[config.mk]
export PLATFORM = sky130hd
export DESIGN_NAME = button_scan_debounce_autorepeat
export DESIGN_NICKNAME = d
export VERILOG_FILES = /design/src/design/bsda_pkg.sv /design/src/design/button_scan_debounce_autorepeat.sv /design/src/design/bsda_cfg.sv /design/src/design/bsda_core.sv
export SDC_FILE = /design/constraint.sdc
export NUM_CORES = 1
export LEC_CHECK = 0
export BUFFER_PORTS_ARGS = -buffer_cell sky130_fd_sc_hd__buf_2
export CORE_MARGIN = 2
export CORE_UTILIZATION = 54
export CTS_CLUSTER_DIAMETER = 30
export DETAILED_ROUTE_END_ITERATION = 12
export GPL_TIMING_DRIVEN = 0
export HOLD_SLACK_MARGIN = 0.05
export PLACE_DENSITY = 0.74
export SLEW_MARGIN = 20
export SYNTH_ARGS = -nofsm -noshare
export SYNTH_HDL_FRONTEND = slang
export SYNTH_SLANG_ARGS = --single-unit
export TNS_END_PERCENT = 50
[constraint.sdc]
create_clock -name i_clk -period 3.3 [get_ports i_clk]
set_input_delay 0.495 -clock i_clk [delete_from_list [all_inputs] [get_ports i_clk]]
set_output_delay 0.495 -clock i_clk [all_outputs]
set_load 0.01 [all_outputs]
[src/design/bsda_pkg.sv]
`timescale 1ns / 1ps

package bsda_pkg;

    localparam int BTN_W  = 8;

    // req_type codes
    localparam logic REQ_SCAN   = 1'b0;
    localparam logic REQ_CANCEL = 1'b1;

    // Register indexes on the config port
    typedef enum logic [2:0] {
        CFG_BUTTON_MASK   = 3'd0,
        CFG_AUTOREPEAT    = 3'd1,
        CFG_FILTER_DEPTH  = 3'd2,
        CFG_LONG_PRESS    = 3'd3,
        CFG_FIRST_DELAY   = 3'd4,
        CFG_START_PERIOD  = 3'd5,
        CFG_MIN_PERIOD    = 3'd6,
        CFG_IDLE_TIMEOUT  = 3'd7
    } t_cfg_idx;

    localparam logic [7:0]  RST_BUTTON_MASK  = 8'd255;
    localparam logic [7:0]  RST_AUTOREPEAT   = 8'd0;
    localparam logic [3:0]  RST_FILTER_DEPTH = 4'd4;
    localparam logic [7:0]  RST_LONG_PRESS   = 8'd50;
    localparam logic [7:0]  RST_FIRST_DELAY  = 8'd60;
    localparam logic [7:0]  RST_START_PERIOD = 8'd12;
    localparam logic [7:0]  RST_MIN_PERIOD   = 8'd5;
    localparam logic [15:0] RST_IDLE_TIMEOUT = 16'd3000;

    // Accelerator: first shrink after six repeats, then every four
    localparam logic [2:0] ACCEL_FIRST  = 3'd6;
    localparam logic [2:0] ACCEL_RELOAD = 3'd4;

    typedef struct packed {
        logic [7:0]  button_mask;
        logic [7:0]  autorepeat_mask;
        logic [3:0]  filter_depth;
        logic [7:0]  long_press_ticks;
        logic [7:0]  repeat_first_delay;
        logic [7:0]  repeat_start_period;
        logic [7:0]  repeat_min_period;
        logic [15:0] idle_timeout;
    } t_cfg;

    typedef struct packed {
        logic [7:0] btn_held;
        logic [7:0] btn_press;
        logic [7:0] btn_release;
        logic [7:0] buttons_long;
        logic       idle_expired;
        logic [7:0] last_pressed;
    } t_result;

    // Bits of the sample that carry a button
    function automatic logic [BTN_W-1:0] lane_mask(input int count);
        logic [BTN_W-1:0] m;
        for (int i = 0; i < BTN_W; i++) begin
            m[i] = (i < count);
        end
        return m;
    endfunction

endpackage

[src/design/button_scan_debounce_autorepeat.sv]
`timescale 1ns / 1ps
// Channel  | handshake                  | payload
// ---------+----------------------------+------------------------------------------
// input    | i_in_valid / o_in_ready    | i_req_type, i_button_sample
// output   | o_out_valid / i_out_ready  | o_btn_held .. o_last_pressed
// config   | i_cfg_we (no wait)         | i_cfg_idx, i_cfg_data
//
// One item per cycle sustained while the output is not stalled. An accepted item
// lands in the input register, is processed once the output register is free,
// and its result is registered in the output register, which raises o_out_valid.
// A scan tick gives one result; a cancel gives none and retires at once.
// A stalled output holds the result; the input register still drains cancels
// and takes a new item the cycle the output register frees.
// Synchronous active-low reset clears all control state and loads the config regs with their defaults.

module button_scan_debounce_autorepeat
    import bsda_pkg::*;
#(
    parameter int BUTTON_COUNT = 8
)(
    input  logic        i_clk,
    input  logic        i_rst_n,
    // input channel
    input  logic        i_in_valid,
    output logic        o_in_ready,
    input  logic        i_req_type,
    input  logic [7:0]  i_button_sample,
    // result channel
    output logic        o_out_valid,
    input  logic        i_out_ready,
    output logic [7:0]  o_btn_held,
    output logic [7:0]  o_btn_press,
    output logic [7:0]  o_btn_release,
    output logic [7:0]  o_buttons_long,
    output logic        o_idle_expired,
    output logic [7:0]  o_last_pressed,
    // configuration writes
    input  logic        i_cfg_we,
    input  logic [2:0]  i_cfg_idx,
    input  logic [15:0] i_cfg_data
);

    // sample bits past the last button are dropped on entry
    localparam logic [BTN_W-1:0] LANE_MASK = lane_mask(BUTTON_COUNT);

    t_cfg       cfg;
    t_result    core_result;

    logic       r_in_valid;
    logic       r_in_cancel;
    logic [7:0] r_in_sample;
    logic       r_out_valid;
    t_result    r_out;

    logic       out_free;
    logic       advance;
    logic       in_xfer;

    assign out_free   = !r_out_valid || i_out_ready;
    // cancels need no output slot
    assign advance    = r_in_valid && (r_in_cancel || out_free);
    assign o_in_ready = !r_in_valid || advance;
    assign in_xfer    = i_in_valid && o_in_ready;

    bsda_cfg u_cfg (
        .i_clk      (i_clk),
        .i_rst_n    (i_rst_n),
        .i_cfg_we   (i_cfg_we),
        .i_cfg_idx  (i_cfg_idx),
        .i_cfg_data (i_cfg_data),
        .o_cfg      (cfg)
    );

    // input register
    always_ff @(posedge i_clk) begin
        if (!i_rst_n) begin
            r_in_valid <= 1'b0;
        end else if (o_in_ready) begin
            r_in_valid <= i_in_valid;
        end
    end

    always_ff @(posedge i_clk) begin
        if (in_xfer) begin
            r_in_cancel <= (i_req_type == REQ_CANCEL);
            r_in_sample <= i_button_sample & LANE_MASK;
        end
    end

    bsda_core u_core (
        .i_clk    (i_clk),
        .i_rst_n  (i_rst_n),
        .i_en     (advance),
        .i_cancel (r_in_cancel),
        .i_sample (r_in_sample),
        .i_cfg    (cfg),
        .o_result (core_result)
    );

    // output register
    always_ff @(posedge i_clk) begin
        if (!i_rst_n) begin
            r_out_valid <= 1'b0;
        end else if (out_free) begin
            r_out_valid <= advance && !r_in_cancel;
        end
    end

    always_ff @(posedge i_clk) begin
        if (out_free && advance && !r_in_cancel) begin
            r_out <= core_result;
        end
    end

    assign o_out_valid    = r_out_valid;
    assign o_btn_held     = r_out.btn_held;
    assign o_btn_press    = r_out.btn_press;
    assign o_btn_release  = r_out.btn_release;
    assign o_buttons_long = r_out.buttons_long;
    assign o_idle_expired = r_out.idle_expired;
    assign o_last_pressed = r_out.last_pressed;

endmodule

[src/design/bsda_cfg.sv]
`timescale 1ns / 1ps

module bsda_cfg
    import bsda_pkg::*;
(
    input  logic        i_clk,
    input  logic        i_rst_n,
    input  logic        i_cfg_we,
    input  logic [2:0]  i_cfg_idx,
    input  logic [15:0] i_cfg_data,
    output t_cfg        o_cfg
);

    t_cfg r_cfg;

    always_ff @(posedge i_clk) begin
        if (!i_rst_n) begin
            r_cfg.button_mask         <= RST_BUTTON_MASK;
            r_cfg.autorepeat_mask     <= RST_AUTOREPEAT;
            r_cfg.filter_depth        <= RST_FILTER_DEPTH;
            r_cfg.long_press_ticks    <= RST_LONG_PRESS;
            r_cfg.repeat_first_delay  <= RST_FIRST_DELAY;
            r_cfg.repeat_start_period <= RST_START_PERIOD;
            r_cfg.repeat_min_period   <= RST_MIN_PERIOD;
            r_cfg.idle_timeout        <= RST_IDLE_TIMEOUT;
        end else if (i_cfg_we) begin
            case (t_cfg_idx'(i_cfg_idx))
                CFG_BUTTON_MASK:  r_cfg.button_mask         <= i_cfg_data[7:0];
                CFG_AUTOREPEAT:   r_cfg.autorepeat_mask     <= i_cfg_data[7:0];
                CFG_FILTER_DEPTH: r_cfg.filter_depth        <= i_cfg_data[3:0];
                CFG_LONG_PRESS:   r_cfg.long_press_ticks    <= i_cfg_data[7:0];
                CFG_FIRST_DELAY:  r_cfg.repeat_first_delay  <= i_cfg_data[7:0];
                CFG_START_PERIOD: r_cfg.repeat_start_period <= i_cfg_data[7:0];
                CFG_MIN_PERIOD:   r_cfg.repeat_min_period   <= i_cfg_data[7:0];
                CFG_IDLE_TIMEOUT: r_cfg.idle_timeout        <= i_cfg_data;
                default: ;
            endcase
        end
    end

    assign o_cfg = r_cfg;

endmodule

[src/design/bsda_core.sv]
`timescale 1ns / 1ps

module bsda_core
    import bsda_pkg::*;
(
    input  logic       i_clk,
    input  logic       i_rst_n,
    input  logic       i_en,
    input  logic       i_cancel,
    input  logic [7:0] i_sample,
    input  t_cfg       i_cfg,
    output t_result    o_result
);

    logic [7:0]  r_prev_sample,  n_prev_sample;
    logic [3:0]  r_filter_count, n_filter_count;
    logic [7:0]  r_stable_count, n_stable_count;
    logic [7:0]  r_press_en,     n_press_en;
    logic [7:0]  r_release_en,   n_release_en;
    logic [7:0]  r_repeat_count, n_repeat_count;
    logic [7:0]  r_repeat_period, n_repeat_period;
    logic [2:0]  r_accel_count,  n_accel_count;
    logic [7:0]  r_prev_stable,  n_prev_stable;
    logic [15:0] r_idle_count,   n_idle_count;
    logic [7:0]  r_held,         n_held;
    logic [7:0]  r_last_press,   n_last_press;

    logic [7:0]  btn, pressed, released, longp, rising, stable_inc, rc_dec;
    logic [2:0]  acc_dec;
    logic [15:0] idle_dec;
    logic        idle;

    always_comb begin
        n_prev_sample   = r_prev_sample;
        n_filter_count  = r_filter_count;
        n_stable_count  = r_stable_count;
        n_press_en      = r_press_en;
        n_release_en    = r_release_en;
        n_repeat_count  = r_repeat_count;
        n_repeat_period = r_repeat_period;
        n_accel_count   = r_accel_count;
        n_prev_stable   = r_prev_stable;
        n_idle_count    = r_idle_count;
        n_held          = r_held;
        n_last_press    = r_last_press;
        pressed    = '0;
        released   = '0;
        longp      = '0;
        idle       = 1'b0;
        btn        = i_sample & i_cfg.button_mask;
        rising     = (r_prev_stable ^ btn) & btn;
        stable_inc = (r_stable_count != 8'hFF) ? r_stable_count + 8'd1 : r_stable_count;
        rc_dec     = r_repeat_count - 8'd1;
        acc_dec    = r_accel_count - 3'd1;
        idle_dec   = r_idle_count - 16'd1;

        if (i_cancel) begin
            n_repeat_count = '0;
        end else begin
            if (r_prev_sample == btn) begin
                if (r_filter_count >= i_cfg.filter_depth) begin
                    n_held         = btn;
                    pressed        = btn & r_press_en;
                    released       = ~btn & r_release_en;
                    n_stable_count = stable_inc;
                    if (btn != '0) begin
                        n_idle_count = i_cfg.idle_timeout;
                        if (stable_inc > i_cfg.long_press_ticks) begin
                            longp          = btn;
                            n_stable_count = '0;
                            n_release_en   = '0;
                        end
                        if (r_repeat_count != '0) begin
                            n_repeat_count = rc_dec;
                            if (rc_dec == 8'd1 && (btn & i_cfg.autorepeat_mask) != '0) begin
                                pressed        = btn & i_cfg.autorepeat_mask;
                                n_repeat_count = r_repeat_period;
                                if (r_repeat_period > i_cfg.repeat_min_period) begin
                                    n_accel_count = acc_dec;
                                    if (acc_dec == '0) begin
                                        n_accel_count   = ACCEL_RELOAD;
                                        n_repeat_period = r_repeat_period - 8'd1;
                                    end
                                end
                            end
                        end else if ((pressed & i_cfg.autorepeat_mask) != '0) begin
                            n_repeat_count  = i_cfg.repeat_first_delay;
                            n_repeat_period = i_cfg.repeat_start_period;
                            n_accel_count   = ACCEL_FIRST;
                        end
                    end else begin
                        n_release_en = '0;
                        if (r_idle_count != '0) begin
                            n_idle_count = idle_dec;
                            idle         = (idle_dec == '0);
                        end
                    end
                    n_press_en = ~btn;
                    if (rising != '0) begin
                        n_release_en = rising;
                    end
                    n_prev_stable = btn;
                end else begin
                    n_filter_count = r_filter_count + 4'd1;
                end
            end else begin
                n_stable_count = '0;
                n_repeat_count = '0;
                n_filter_count = '0;
            end
            n_prev_sample = btn;
            if (pressed != '0) begin
                n_last_press = pressed;
            end
        end
    end

    always_ff @(posedge i_clk) begin
        if (!i_rst_n) begin
            r_prev_sample   <= '0;
            r_filter_count  <= '0;
            r_stable_count  <= '0;
            r_press_en      <= '0;
            r_release_en    <= '0;
            r_repeat_count  <= '0;
            r_repeat_period <= '0;
            r_accel_count   <= '0;
            r_prev_stable   <= '0;
            r_idle_count    <= '0;
            r_held          <= '0;
            r_last_press    <= '0;
        end else if (i_en) begin
            r_prev_sample   <= n_prev_sample;
            r_filter_count  <= n_filter_count;
            r_stable_count  <= n_stable_count;
            r_press_en      <= n_press_en;
            r_release_en    <= n_release_en;
            r_repeat_count  <= n_repeat_count;
            r_repeat_period <= n_repeat_period;
            r_accel_count   <= n_accel_count;
            r_prev_stable   <= n_prev_stable;
            r_idle_count    <= n_idle_count;
            r_held          <= n_held;
            r_last_press    <= n_last_press;
        end
    end

    assign o_result.btn_held     = n_held;
    assign o_result.btn_press    = pressed;
    assign o_result.btn_release  = released;
    assign o_result.buttons_long = longp;
    assign o_result.idle_expired = idle;
    assign o_result.last_pressed = n_last_press;

endmodule

# --- After elaboration in Yosys (flattened, before gate mapping) ---
# Index checks and enable logic that the tools add are counted.
classes:
  n_addsub: 6
  n_lt_le_gt_ge: 3
  eq_ne: 19
  muxes: 40
  bitwise_logic: 14
  reduce_logical: 44
ops:
  columns: ["op", "count"]
  rows:
  - ["two-way mux 8 bit", 31]
  - ["AND 8 bit", 6]
  - ["nonzero test 8 bit", 6]
  - ["two-way mux 16 bit", 2]
  - ["AND reduction 2 bit", 9]
  - ["greater-than comparator 8 bit", 2]
  - ["logical NOT 16 bit", 1]
  - ["nonzero test 16 bit", 1]
  - ["subtractor 16 x 1 -> 16 bit, second input constant", 1]
  - ["subtractor 8 x 1 -> 8 bit, second input constant", 2]
  - ["two-way mux 3 bit", 5]
  - ["equality test 3 bit, second input constant", 4]
  - ["!= test 2 bit, second input constant", 5]
  - ["AND reduction 5 bit", 2]
  - ["OR reduction 5 bit", 2]
  - ["!= test 3 bit, second input constant", 3]
  - ["AND reduction 9 bit", 1]
  - ["adder 8 x 1 -> 8 bit, second input constant", 1]
  - ["equality test 8 x 1 -> 1 bit, second input constant", 1]
  - ["equality test 8 bit", 1]
  - ["two-way mux 4 bit", 2]
  - ["!= test 8 bit, second input constant", 1]
  - ["inverter 8 bit", 1]
  - ["AND reduction 4 bit", 2]
  - ["other kinds (16)", 34]
totals:
  reg_bits: 215
  input_bits: 33
  output_inout_bits: 43
  word_cells: 156

# --- Logic depth before layout (Yosys ltp) ---
# Gate-level depths: netlist of the first run.
logic_depth:
  word_depth: 13
  depth_mapped: 16
  depth_no_buf: 15

# --- Modules after synthesis ---
# Synthesis of the first run repeated with hierarchy kept, for this count alone.
unflattened:
  hier_cells: 1168
  hier_area_um2: 10516.3
by_module_without_submodules:
  columns: ["mod", "instances", "cells_each", "area_each_um2", "seq_area_each_um2"]
  rows:
  - ["bsda_core", 1, 847, 6218.5, 1901.8]
  - ["bsda_cfg", 1, 260, 2692.6, 1361.3]
  - ["button_scan_debounce_autorepeat", 1, 61, 1605.3, 1541.5]

# --- Worst setup path before layout of the first run ---
# OpenSTA, ideal clock, no wires.
synth_path:
  path_kind: "flip-flop to flip-flop"
  from: "register u_core.r_stable_count[0]"
  to: "register u_core.r_release_en[0]"
  setup_time_ns: 0.128
  arrival_ns: 3.351
  required_ns: 3.172
  setup_slack_ns: -0.179
  stages_incl_launch_ff: 16
  n_path_buf: 1
  period_less_slack_ns: 3.479
  cell_sequence: "dfxtp_1 > ha_1 > nand2_1 > nor2_1 > nand3_1 > mux2_2 > ha_1 > nor2b_1 > o21a_1 > o21a_1 > o21ai_0 > a21oi_1 > o41ai_1 > clkbuf_1 > mux2i_1 > nor2_1"
synth_via:
  elab_chain_len: 5
  elab_cells_between_ends: 6
  cone_classes: "add/sub (1); order compare (1); eq/ne (2); mux (1); reduce/logical (1)"
synth_lines:
  columns: ["element", "line", "source"]
  rows:
  - ["start, declared", "bsda_core.sv:17", "logic [7:0] r_stable_count, n_stable_count;"]
  - ["start signal, assigned", "bsda_core.sv:135", "r_stable_count <= n_stable_count;"]
  - ["adder 8 x 1 -> 8 bit / != test 8 bit (equally long branches)", "bsda_core.sv:52", "stable_inc = (r_stable_count != 8'hFF) ? r_stable_count + 8'd1 : r_stable_count;"]
  - ["two-way mux 8 bit *", "bsda_core.sv:52", null]
  - ["greater-than comparator 8 bit *", "bsda_core.sv:68", "if (stable_inc > i_cfg.long_press_ticks) begin"]
  - ["!= test 3 bit (no source line) *", null, null]
  - ["AND reduction 5 bit (no source line) *", null, null]
  - ["end signal, assigned", "bsda_core.sv:137", "r_release_en <= n_release_en;"]
  - ["end, declared", "bsda_core.sv:19", "logic [7:0] r_release_en, n_release_en;"]
# Every way passes the cells marked *; elsewhere a longest branch is shown, timed or not.
# A chain may end at the register's enable or synchronous reset.

# --- Final worst setup path of the first run ---
layout_path:
  from: "register u_core.r_repeat_count[0]"
  to: "register u_core.r_accel_count[2]"
layout_via:
  elab_chain_len: 5
  elab_cells_between_ends: 9
  cone_classes: "add/sub (1); eq/ne (3); mux (1); reduce/logical (4)"
layout_lines:
  columns: ["element", "line", "source"]
  rows:
  - ["start, declared", "bsda_core.sv:20", "logic [7:0] r_repeat_count, n_repeat_count;"]
  - ["start signal, assigned", "bsda_core.sv:138", "r_repeat_count <= n_repeat_count;"]
  - ["subtractor 8 x 1 -> 8 bit", "bsda_core.sv:53", "rc_dec = r_repeat_count - 8'd1;"]
  - ["equality test 8 x 1 -> 1 bit", "bsda_core.sv:75", "if (rc_dec == 8'd1 && (btn & i_cfg.autorepeat_mask) != '0) begin"]
  - ["logical AND 1 bit", "bsda_core.sv:75", null]
  - ["!= test 2 bit (no source line)", null, null]
  - ["AND reduction 8 bit (no source line)", null, null]
  - ["end signal, assigned", "bsda_core.sv:140", "r_accel_count <= n_accel_count;"]
  - ["end, declared", "bsda_core.sv:22", "logic [2:0] r_accel_count, n_accel_count;"]
# Several ways; a longest one is shown, not always the timed one.

==> results of run 1 <==
-- synth_stat cells (5+ instances only) --
cell | count | share of area, %
sky130_fd_sc_hd__a2111oi_0 | 8 | 0.69
sky130_fd_sc_hd__a211oi_1 | 8 | 0.59
sky130_fd_sc_hd__a21o_1 | 5 | 0.37
sky130_fd_sc_hd__a21oi_1 | 118 | 5.8
sky130_fd_sc_hd__a22oi_1 | 8 | 0.59
sky130_fd_sc_hd__a31oi_1 | 19 | 1.2
sky130_fd_sc_hd__a32o_1 | 6 | 0.59
sky130_fd_sc_hd__and3_1 | 20 | 1.2
sky130_fd_sc_hd__buf_1 | 5 | 0.19
sky130_fd_sc_hd__clkbuf_1 | 47 | 1.7
sky130_fd_sc_hd__dfxtp_1 | 165 | 33
sky130_fd_sc_hd__edfxtp_1 | 50 | 15
sky130_fd_sc_hd__ha_1 | 29 | 3.6
sky130_fd_sc_hd__inv_1 | 38 | 1.4
sky130_fd_sc_hd__mux2i_1 | 15 | 1.5
sky130_fd_sc_hd__nand2_1 | 217 | 8.1
sky130_fd_sc_hd__nand2b_1 | 19 | 1.2
sky130_fd_sc_hd__nand3_1 | 51 | 2.5
sky130_fd_sc_hd__nand4_1 | 18 | 1.1
sky130_fd_sc_hd__nor2_1 | 156 | 5.8
sky130_fd_sc_hd__nor2b_1 | 10 | 0.62
sky130_fd_sc_hd__nor3_1 | 19 | 0.94
sky130_fd_sc_hd__nor4_1 | 14 | 0.87
sky130_fd_sc_hd__o211ai_1 | 9 | 0.67
sky130_fd_sc_hd__o21a_1 | 10 | 0.74
sky130_fd_sc_hd__o21ai_0 | 52 | 2.6
sky130_fd_sc_hd__o22a_1 | 6 | 0.52
sky130_fd_sc_hd__or3_1 | 10 | 0.62
sky130_fd_sc_hd__xnor2_1 | 7 | 0.61
-- final timing paths --
check                           start                       to  cells past startpoint
max          u_core.r_repeat_count[0]  u_core.r_accel_count[2]                     10
min                i_button_sample[5]           r_in_sample[5]                      1
max reg2reg  u_core.r_repeat_count[0]  u_core.r_accel_count[2]                     10
min reg2reg    u_core.r_release_en[7]   u_core.r_release_en[7]                      2
-- cells by family after synthesis --
family	count (synthesis)	synth area share (%)
buffers and inverters	101	4.003
and+or+nand+nor	556	24.67
xor gates and xnor gates	9	0.7808
adders and majority gates	29	3.594
AOI/OAI and AO/OA	281	17.35
DFF	215	47.59
muxes	19	2.008
-- power groups by stage --
stage	logic, mW	registers [mW]	clock network (mW)
2_1_floorplan	0.155	2.82	0
3_3_place_gp	0.267	2.82	0
3_5_place_dp	0.273	2.82	0
4_1_cts	0.277	2.77	4.68
5_1_grt	0.309	2.77	4.81
6_report	0.284	2.77	4.66
-- worst max-delay path: cells and delay by family (launching register included) --
family	cells	cell delay (ps)
simple gates	5	1650
compound gates	2	510
flops	1	350
buf+inv	2	330
fa+ha+maj	1	220
-- layer usage --
| layer | track usage (%) | vias up | part of all wire, % |
|---|---|---|---|
| met5 | 0 | - | 0 |
| met3 | 5.740 | 76 | 8.8 |
| met2 | 46.52 | 428 | 46 |
| met4 | 10.58 | 0 | 3.4 |
| li1 | - | 4567 | - |
| met1 | 38.80 | 4543 | 42 |
-- state kept, by name, summed over array words and instances (netlist names), 3 cells and up --
signal	count
o_btn_press	8
u_core.r_filter_count	4
o_btn_release	8
u_core.r_repeat_count	8
o_last_pressed	8
u_core.r_repeat_period	8
u_core.r_idle_count	16
u_core.r_stable_count	8
o_btn_held	8
u_cfg.o_cfg	68
u_core.r_last_press	8
u_core.r_press_en	8
u_core.r_accel_count	3
u_core.r_release_en	8
o_buttons_long	8
u_core.r_prev_sample	8
u_core.r_held	8
u_core.r_prev_stable	8
r_in_sample	8
-- through the flow --
step,hold slack [ps],cells,power [mW]
2_1_floorplan,431.9,1210,2.972
3_3_place_gp,440.6,1512,3.088
3_5_place_dp,442.3,1513,3.093
4_1_cts,141.7,1598,7.731
5_1_grt,152.6,1607,7.886
6_report,150.9,1607,7.716
-- final cells by class --
cell class | instances | area, um^2
clock inverters | 30 | 370.4
clock buffers | 51 | 1210
inverters | 39 | 146.4
flip-flops and latches | 215 | 4812
well taps | 234 | 292.8
fillers | 1468 | 5839
repair buffers | 83 | 475.5
plain buffers | 61 | 267.8
multi-input cells | 894 | 5104
-- repair_timing --
| item | in CTS | in global routing |
|---|---|---|
| gates resized for setup | 10 | 38 |
| buffers inserted | 3 | 10 |
| pin swaps | 3 | 6 |
| cloned | 1 | 0 |
| endpoints found under the setup margin | 47 | 74 |
==> results.toml, run 1 <==
[setup_path]
start_kind = "register"
top_fanout_value_on_the_critical_path = 9
worstSetupPathType = "register to register"
crit_chain = "inv_1 -> ha_2 -> nor3b_1 -> nand3b_1 -> nor4_1 -> nor3_2 -> and2_1 -> clkbuf_1 -> o21a_1 -> o2111a_1"
slowest_stage_delay_on_critical_path_ps = 520
cp-end-kind = "register"
crit_slowest_cell = "sky130_fd_sc_hd__nor4_1"
timing.reg2reg.setup_slack_ps = 130
cp.arrival_ps = 3580
timing.critical_path.required_ps = 3710

[global_route]
grt_antenna_before_repair = 0
globalRoute.totalOverflow = 0
grt_pass1_vias = 8864
grt_first_pass_wirelength_um = 45860
grt_max_degree = 34
grt.total_usage_pct = 28.87

[layout]
antenna_diode_count = 0
final_core_utilization_pct = 68.47
syn2layout_area_growth_pct = 25.58
layout_commonest_cell = "sky130_fd_sc_hd__nand2_1"
highest_count_cells_in_the_layout_ignoring_fill_and_taps = "sky130_fd_sc_hd__nand2_1 (216), sky130_fd_sc_hd__dfxtp_1 (163), sky130_fd_sc_hd__nor2_1 (153)"
layout-drive-gt1-share_pct = 15.66
nNetsFinal = 1400
fin_area_um2 = 12680

[clock_tree]
numCtsBuffers = 44
clk_transition_reported_paths_ps = 50
cts.hold.buffers_added = 0
clk-insertion-delay-late_ps = 530
tritoncts = "built"
cts-root-buf = "sky130_fd_sc_hd__clkbuf_16"
cts_max_path_buffers = 3
htree_num_levels = 2
cts_sinks = 215

[sta]
period_needed_ps = 3166
share_of_the_clock_period_used_by_the_worst_path_after_layout_pct = 95.94
max-slew-margin-rel_pct = 28.31
final_max_slew_viol_count = 0
timing.final.setup_violations = 0
totalNegativeSetupSlack_ps = 0
finalWorstSetupSlack_ps = 133.8
grt_setup_unrepaired = "true"
finalHoldViolCount = 0
fin_worst_skew_ps = 18.66
tightestPinTransition_ps = 1073
maximum_clock_rate_mhz = 315.8

[logic_synthesis]
ys_seq_elements = 215
synth.net_count = 1272
synth_enable_flop_cells = 50
synth_top_flop_cell = "sky130_fd_sc_hd__dfxtp_1"
netlist_instances = 1210
synth_cell_type_count = 65
synth_area_per_cell_um2 = 8.344
async_flop_share_pct = 0
post_synth_instance_area_um2 = 10100
synth-warning-count = 0
synth-seq-area-share_pct = 47.59

[power_and_ir_drop]
power_density_nw_per_um2 = 608.6
sw_ratio_pct = 22.31
cell_internal_pwr_mw = 5.995
share_clk_of_total_power_pct = 60.4
max-vdd-ir-drop_uv = 534.2
part_of_the_total_power_dissipated_in_sequential_elements_pct = 35.9
leakage_nw = 4.865
power.switching_mw = 1.721
comb_power_share_pct = 3.7

[floorplanning]
initial_core_utilization_pct = 54.52
core_area_um2 = 18520
floorplan.io_pins = 76
dieArea_um2 = 19810
dieHeight_um = 140.7
placement_rows = 50
fp.dieW_um = 140.7

[hold_path]
hp-class = "input port to register"

[routing]
via_count = 9614
drtAntennaViolNets = 0
routed_wl_um = 29430
drt-pass1-iter-count = 8
route.detailed.vias_per_inst = 5.983
routed_wire_length_per_instance_um = 18.31
drt_drc_violations_left = 0
number_of_drc_violations_after_detailed_routing_iteration_0 = 838

[placed_design]
dpl_worst_slack_ps = -437.9
place_hpwl_um = 19910
gp_congestion = 0.9659
place_area_um2 = 10770
io_buffers = 68

[run_status]
run_status = "finished, final reports clean"

[run]
maxCapViolations = 0
(Power assumes the default switching activity.)
==> inputs of run 2 (changes only) <==
--- a/config.mk
+++ b/config.mk
@@ -12,7 +12,8 @@
 export DETAILED_ROUTE_END_ITERATION = 12
 export GPL_TIMING_DRIVEN = 0
 export HOLD_SLACK_MARGIN = 0.05
-export PLACE_DENSITY = 0.74
+export PLACE_DENSITY = 0.76
+export SETUP_SLACK_MARGIN = 0.1
 export SLEW_MARGIN = 20
 export SYNTH_ARGS = -nofsm -noshare
 export SYNTH_HDL_FRONTEND = slang
==> run 2 against run 1 <==
Die area stayed put; first-iteration DRC count is 1.2% lower; clock skew is 1.6 ps higher; critical endpoint is now u_core.r_release_en[0]; flip-flop and latch count stayed put; non-clock buffer count is 3 higher; combinational power is 2% higher; largest cell class unchanged; power is 5.4% lower; highest routed layer unchanged; global-route usage is 0.66 points higher.
==> results.toml, run 2 (synthesis gave the netlist of run 1 again) <==
[run_status]
run_status = "finished, final reports clean"

[setup_path]
timing.reg2reg.worst_path_depth = 16
worstSetupPathType = "register to register"
start_kind = "register"
cp-end-kind = "register"
top_fanout_value_on_the_critical_path = 7
worst_r2r_startpoint = "u_core.r_stable_count[0]"
timing.critical_path.required_ps = 3680
cp.arrival_ps = 3550
timing.reg2reg.setup_slack_ps = 120
rr_endpoint = "u_core.r_release_en[0]"

[hold_path]
min_path_cells = 1
min_delay_worst_endpoint = "r_in_sample[3]"
hp-class = "input port to register"
min-delay-start = "i_button_sample[3]"

[layout]
layout_commonest_cell = "sky130_fd_sc_hd__nand2_1"
filler_cell_count = 1505
antenna_diode_count = 0
fin_area_um2 = 12640
syn2layout_area_growth_pct = 25.19
nNetsFinal = 1403
highest_count_cells_in_the_layout_ignoring_fill_and_taps = "sky130_fd_sc_hd__nand2_1 (215), sky130_fd_sc_hd__dfxtp_1 (161), sky130_fd_sc_hd__nor2_1 (152)"
largest_reg_flops = 68
layout-drive-gt1-share_pct = 16.51

[placed_design]
gp_congestion = 0.9737
place_hpwl_um = 20030
io_buffers = 68
place_area_um2 = 10770

[clock_tree]
clk-insertion-delay-late_ps = 520
clk_transition_reported_paths_ps = 50
cts_max_path_buffers = 3
tritoncts = "built"
cts-root-buf = "sky130_fd_sc_hd__clkbuf_16"
cts.hold.buffers_added = 0
cts_sinks = 215
htree_num_levels = 2
numCtsBuffers = 44

[power_and_ir_drop]
leakage_nw = 4.842
fin_total_pwr_mw = 7.299
power.switching_mw = 1.642
comb_power_share_pct = 4.0
power_density_nw_per_um2 = 577.4
max-vdd-ir-drop_uv = 498.3
sw_ratio_pct = 22.49
cell_internal_pwr_mw = 5.657
part_of_the_total_power_dissipated_in_sequential_elements_pct = 38.0
share_clk_of_total_power_pct = 58.1

[floorplanning]
dieArea_um2 = 19810
fp.dieW_um = 140.7
initial_core_utilization_pct = 54.52
floorplan.io_pins = 76
dieHeight_um = 140.7
core_area_um2 = 18520
placement_rows = 50

[sta]
grt_setup_unrepaired = "true"
finalHoldViolCount = 0
tightestPinTransition_ps = 1081
final_max_slew_viol_count = 0
maximum_clock_rate_mhz = 314.8
max-slew-margin-rel_pct = 27.78
timing.final.setup_violations = 0
share_of_the_clock_period_used_by_the_worst_path_after_layout_pct = 96.27
period_needed_ps = 3177
fin_worst_skew_ps = 20.22

[routing]
routed_wl_um = 29890
drt-pass1-iter-count = 7
drtAntennaViolNets = 0
via_count = 9699
route.detailed.vias_per_inst = 6.028
routed_wire_length_per_instance_um = 18.58
number_of_drc_violations_after_detailed_routing_iteration_0 = 828
drt_drc_violations_left = 0

[global_route]
grt_first_pass_wirelength_um = 46750
grt_max_degree = 33
grt_pass1_vias = 8912
grt_antenna_before_repair = 0
grt.total_usage_pct = 29.53
globalRoute.totalOverflow = 0

[run]
maxCapViolations = 0
run 2: changes by cell type in the layout (fill, tap and decap cells not counted), sizes merged:
cell      change
clkinv        -2
inv           -4
clkinvlp      +1
clkbuf       +12
bufinv        -5
run 2: worst max path at each step:
stage	start	end	slack, ps
after CTS	r_in_sample[6]	o_buttons_long[1]	100
final	u_core.r_stable_count[0]	u_core.r_release_en[0]	120
after floorplan	u_core.r_stable_count[0]	u_core.r_release_en[0]	100
after global routing	u_core.r_stable_count[0]	u_core.r_release_en[0]	-8
after detailed placement	u_core.r_stable_count[0]	u_core.r_release_en[5]	-440
after global placement	i_out_ready	u_core.r_filter_count[1]	-420
run 2: cell type report:
| type | count | area (um^2) | area share, % |
|---|---|---|---|
| Inverter | 39 | 146.4 | 1.158 |
| Multi-Input combinational cell | 894 | 5171 | 40.91 |
| Tap cell | 234 | 292.8 | 2.316 |
| Clock buffer | 60 | 1272 | 10.07 |
| Buffer | 62 | 279.0 | 2.207 |
| Clock inverter | 20 | 175.2 | 1.386 |
| Timing Repair Buffer | 85 | 488.0 | 3.861 |
| Sequential cell | 215 | 4815 | 38.09 |
run 2: power by group through the flow:
stage / clock network (mW) / registers [mW] / logic [mW]
final: 4.24 / 2.77 / 0.290
after floorplan: 0 / 2.82 / 0.155
after global placement: 0 / 2.82 / 0.269
after detailed placement: 0 / 2.82 / 0.275
after global routing: 4.40 / 2.77 / 0.312
after CTS: 4.26 / 2.77 / 0.281
run 2: critical path, cell delays in order (launching register included):
cell and delay (ps):
sky130_fd_sc_hd__dfxtp_4 370, sky130_fd_sc_hd__ha_4 160, sky130_fd_sc_hd__nand2_4 60, sky130_fd_sc_hd__nor2_4 130, sky130_fd_sc_hd__nand3_4 130, sky130_fd_sc_hd__mux2_4 350, sky130_fd_sc_hd__ha_4 220, sky130_fd_sc_hd__nor2b_1 120
sky130_fd_sc_hd__o21a_1 160, sky130_fd_sc_hd__o21a_1 170, sky130_fd_sc_hd__o21ai_2 160, sky130_fd_sc_hd__a21oi_4 130, sky130_fd_sc_hd__o41ai_4 310, sky130_fd_sc_hd__clkbuf_8 240, sky130_fd_sc_hd__buf_6 90, sky130_fd_sc_hd__mux2i_1 180
sky130_fd_sc_hd__nor2_1 50
run 2: through the flow:
step	cells	setup WS, ps	hold WS (ps)	setup TNS [ps]	utilization [%]
2_1_floorplan	1210	101.8	431.9	0	-
3_3_place_gp	1512	-416.2	440.0	-21980	58.04
3_5_place_dp	1513	-442.9	442.9	-8921	58.16
4_1_cts	1599	101.5	157.1	0	66.91
5_1_grt	1609	-8.278	164.3	-8.278	68.26
6_report	1609	123.0	166.6	0	68.26
run 2: routing by layer:
metal	GRT usage [%]	routed length, um	vias to the layer above
met5	0	0	-
met4	11.47	933	0
met3	5.639	2560	84
met2	47.27	13810	448
met1	39.85	12590	4609
li1	-	-	4558
run 2: what timing repair did:
action	CTS	global route
setup endpoints to repair	69	83
setup buffers	5	11
pin swaps	3	1
gates resized for setup	26	46
gates cloned	1	0
==> inputs of run 3 (changes only) <==
--- a/config.mk
+++ b/config.mk
@@ -7,15 +7,16 @@
 export LEC_CHECK = 0
 export BUFFER_PORTS_ARGS = -buffer_cell sky130_fd_sc_hd__buf_2
 export CORE_MARGIN = 2
-export CORE_UTILIZATION = 54
+export CORE_UTILIZATION = 55
 export CTS_CLUSTER_DIAMETER = 30
 export DETAILED_ROUTE_END_ITERATION = 12
 export GPL_TIMING_DRIVEN = 0
 export HOLD_SLACK_MARGIN = 0.05
-export PLACE_DENSITY = 0.76
+export PLACE_DENSITY = 0.77
 export SETUP_SLACK_MARGIN = 0.1
 export SLEW_MARGIN = 20
 export SYNTH_ARGS = -nofsm -noshare
 export SYNTH_HDL_FRONTEND = slang
+export SYNTH_HIERARCHICAL = 1
 export SYNTH_SLANG_ARGS = --single-unit
 export TNS_END_PERCENT = 50
==> constraint.sdc (replaced) <==
create_clock -name i_clk -period 3.3 [get_ports i_clk]
set_input_delay 0.33 -clock i_clk [delete_from_list [all_inputs] [get_ports i_clk]]
set_output_delay 0.33 -clock i_clk [all_outputs]
set_load 0.01 [all_outputs]
==> run 3 against run 2 <==
Power up 6.9%; sequential power about the same; critical path type unchanged; setup slack worse by 96 ps; worst hold slack worse by 110 ps; final cell count down 1.6%; utilization up 2.8 points; combinational power up 10%.
==> results.toml, run 3 <==
[sta]
maximum_clock_rate_mhz = 305.5
fin_worst_skew_ps = 12.40
max-slew-margin-rel_pct = 28.31
tightestPinTransition_ps = 1073
grt_setup_unrepaired = "true"
finalHoldViolCount = 0
timing.final.setup_violations = 0
share_of_the_clock_period_used_by_the_worst_path_after_layout_pct = 99.19
final_max_slew_viol_count = 0
period_needed_ps = 3273

[floorplanning]
placement_rows = 50
core_area_um2 = 18710
floorplan.io_pins = 76
initial_core_utilization_pct = 56.22
dieArea_um2 = 20240
dieHeight_um = 142.3
fp.dieW_um = 142.3

[setup_path]
top_fanout_value_on_the_critical_path = 8
critical-path-top-delay-family = "simple AND/OR/NAND/NOR gates"
crit_chain = "inv_4 -> ha_1 -> or3b_2 -> buf_2 -> nor3_4 -> xnor2_2 -> buf_4 -> buf_4 -> a2111oi_0 -> a21oi_1 -> and4_1 -> clkbuf_1 -> nand3_1 -> a31oi_1"
crit_slowest_cell = "sky130_fd_sc_hd__or3b_2"
worstSetupPathType = "register to register"
slowest_stage_delay_on_critical_path_ps = 470
cp_num_buf_inv = 5
worst_r2r_startpoint = "u_core/r_repeat_count[0]"
worstSetupStartpoint = "u_core/r_repeat_count[0]"
cp-end-kind = "register"
cp.arrival_ps = 3630
critical_path.most_common_cell = "sky130_fd_sc_hd__buf_4"
timing.critical_path.required_ps = 3660
start_kind = "register"

[placed_design]
place_hpwl_um = 20460
gp_congestion = 0.9626
io_buffers = 71
place_area_um2 = 11210

[logic_synthesis]
synth-seq-area-share_pct = 45.69
synth_commonest_cells = "sky130_fd_sc_hd__dfxtp_1 (165), sky130_fd_sc_hd__nand2_1 (133), sky130_fd_sc_hd__nor2_1 (129), sky130_fd_sc_hd__a21oi_1 (80), sky130_fd_sc_hd__mux2i_1 (78)"
yosys.area.top_type = "sky130_fd_sc_hd__dfxtp_1"
ys_seq_elements = 215
async_flop_share_pct = 0
synthTopCellsByArea = "sky130_fd_sc_hd__dfxtp_1 (31%), sky130_fd_sc_hd__edfxtp_1 (14%), sky130_fd_sc_hd__mux2i_1 (7.4%), sky130_fd_sc_hd__nand2_1 (4.7%), sky130_fd_sc_hd__nor2_1 (4.6%)"
post_synth_instance_area_um2 = 10520
synthDominantCellAreaShare_pct = 31.41
synth_cell_type_count = 77
synth_area_per_cell_um2 = 9.004
synth_enable_flop_cells = 50
synth_top_flop_cell = "sky130_fd_sc_hd__dfxtp_1"
synth.most_common_cell = "sky130_fd_sc_hd__dfxtp_1"
netlist_instances = 1168
synth-warning-count = 6
synth.net_count = 1231

[layout]
fin_area_um2 = 13280
largest_reg_flops = 68
layout-drive-gt1-share_pct = 18.81
layout_commonest_cell = "sky130_fd_sc_hd__dfxtp_1"
nNetsFinal = 1381
antenna_diode_count = 0
highest_count_cells_in_the_layout_ignoring_fill_and_taps = "sky130_fd_sc_hd__dfxtp_1 (160), sky130_fd_sc_hd__nand2_1 (132), sky130_fd_sc_hd__nor2_1 (126)"
syn2layout_area_growth_pct = 26.31

[global_route]
grt_first_pass_wirelength_um = 47090
grt.total_usage_pct = 29.70
grt_max_degree = 31
grt_pass1_vias = 8990
grt_antenna_before_repair = 0
globalRoute.totalOverflow = 0

[power_and_ir_drop]
max-vdd-ir-drop_uv = 595.4
power_density_nw_per_um2 = 587.5
fin_total_pwr_mw = 7.803
leakage_nw = 5.563

[clock_tree]
cts_max_path_buffers = 3
cts-root-buf = "sky130_fd_sc_hd__clkbuf_16"
clk-insertion-delay-late_ps = 520
cts_sinks = 215
tritoncts = "built"
clk_transition_reported_paths_ps = 50
numCtsBuffers = 41
htree_num_levels = 2

[routing]
route.detailed.vias_per_inst = 6.082
drtAntennaViolNets = 0
number_of_drc_violations_after_detailed_routing_iteration_0 = 967
routed_wire_length_per_instance_um = 19.41
via_count = 9634
routed_wl_um = 30750
drt-pass1-iter-count = 6
drt_drc_violations_left = 0

[run_status]
run_status = "finished, final reports clean"

[hold_path]
min-delay-start = "i_cfg_data[12]"
hp-class = "input port to register"

[run]
maxCapViolations = 0
-- run 3: layout make-up --
cell class,instances,area (um^2)
plain buffers,70,349.1
clock buffers,44,1069
clock inverters,31,493.0
fillers,1390,5423
inverters,32,122.6
multi-input cells,850,5464
flip-flops and latches,215,4816
well taps,234,292.8
repair buffers,108,676.9
-- run 3: final timing paths --
| check | depth (start not counted) | end | slack (ps) |
|---|---|---|---|
| max | 14 | u_core/r_last_press[6] | 30 |
| min | 3 | u_cfg/o_cfg[12] | 60 |
| max reg2reg | 14 | u_core/r_last_press[6] | 30 |
| min reg2reg | 2 | u_core/r_release_en[2] | 450 |
-- run 3: where the power goes --
part           leakage (nW)  switching (mW)  internal (mW)
clock                 0.758            1.46           3.24
sequential             1.81          0.0412           2.75
combinational          2.99           0.207          0.112
-- run 3: layer usage --
layer | GRT usage, % | wire [um] | vias to the layer above
met5 | 0 | 0 | -
met2 | 49.73 | 14600 | 473
met3 | 4.744 | 2248 | 106
met1 | 38.13 | 12520 | 4562
met4 | 12.84 | 1380 | 0
li1 | - | - | 4493
-- run 3: cells by family (layout without fill, tap and decap cells) --
logic type	after synthesis	after routing	synth area share, %
flip-flops	215	215	45.69
AO/OA/AOI/OAI	227	227	14.38
AND/OR/NAND/NOR	497	497	23.12
adder cells (fa/ha/maj)	30	30	3.569
XOR/XNOR	13	13	1.083
buffers and inverters	103	285	4.164
multiplexers	83	83	7.995
-- run 3: timing repair --
| item | in CTS | in global routing |
|---|---|---|
| gates resized for setup | 22 | 57 |
| cloned | 1 | 1 |
| setup buffers | 3 | 20 |
| hold buffers | 11 | 0 |
| pin swaps | 1 | 8 |
| setup endpoints to repair | 61 | 64 |
| endpoints found under the hold margin | 11 | 0 |
-- run 3: per-stage QoR --
stage	cells	setup TNS, ps	util, %	hold slack [ps]	setup slack (ps)
6_report	1584	0	71.01	61.42	26.86
4_1_cts	1564	0	69.36	52.82	50.40
5_1_grt	1584	-973.9	71.01	70.22	-77.76
3_5_place_dp	1474	-11280	59.92	443.6	-546.9
3_3_place_gp	1473	-23970	59.77	438.9	-466.4
2_1_floorplan	1168	0	-	428.9	113.4
-- run 3: tightest hold or removal path, delay by kind of cell --
kind	cells	cell delay (ps)
muxes	1	50
and+or+nand+nor	1	40
buffers and inverters	1	90
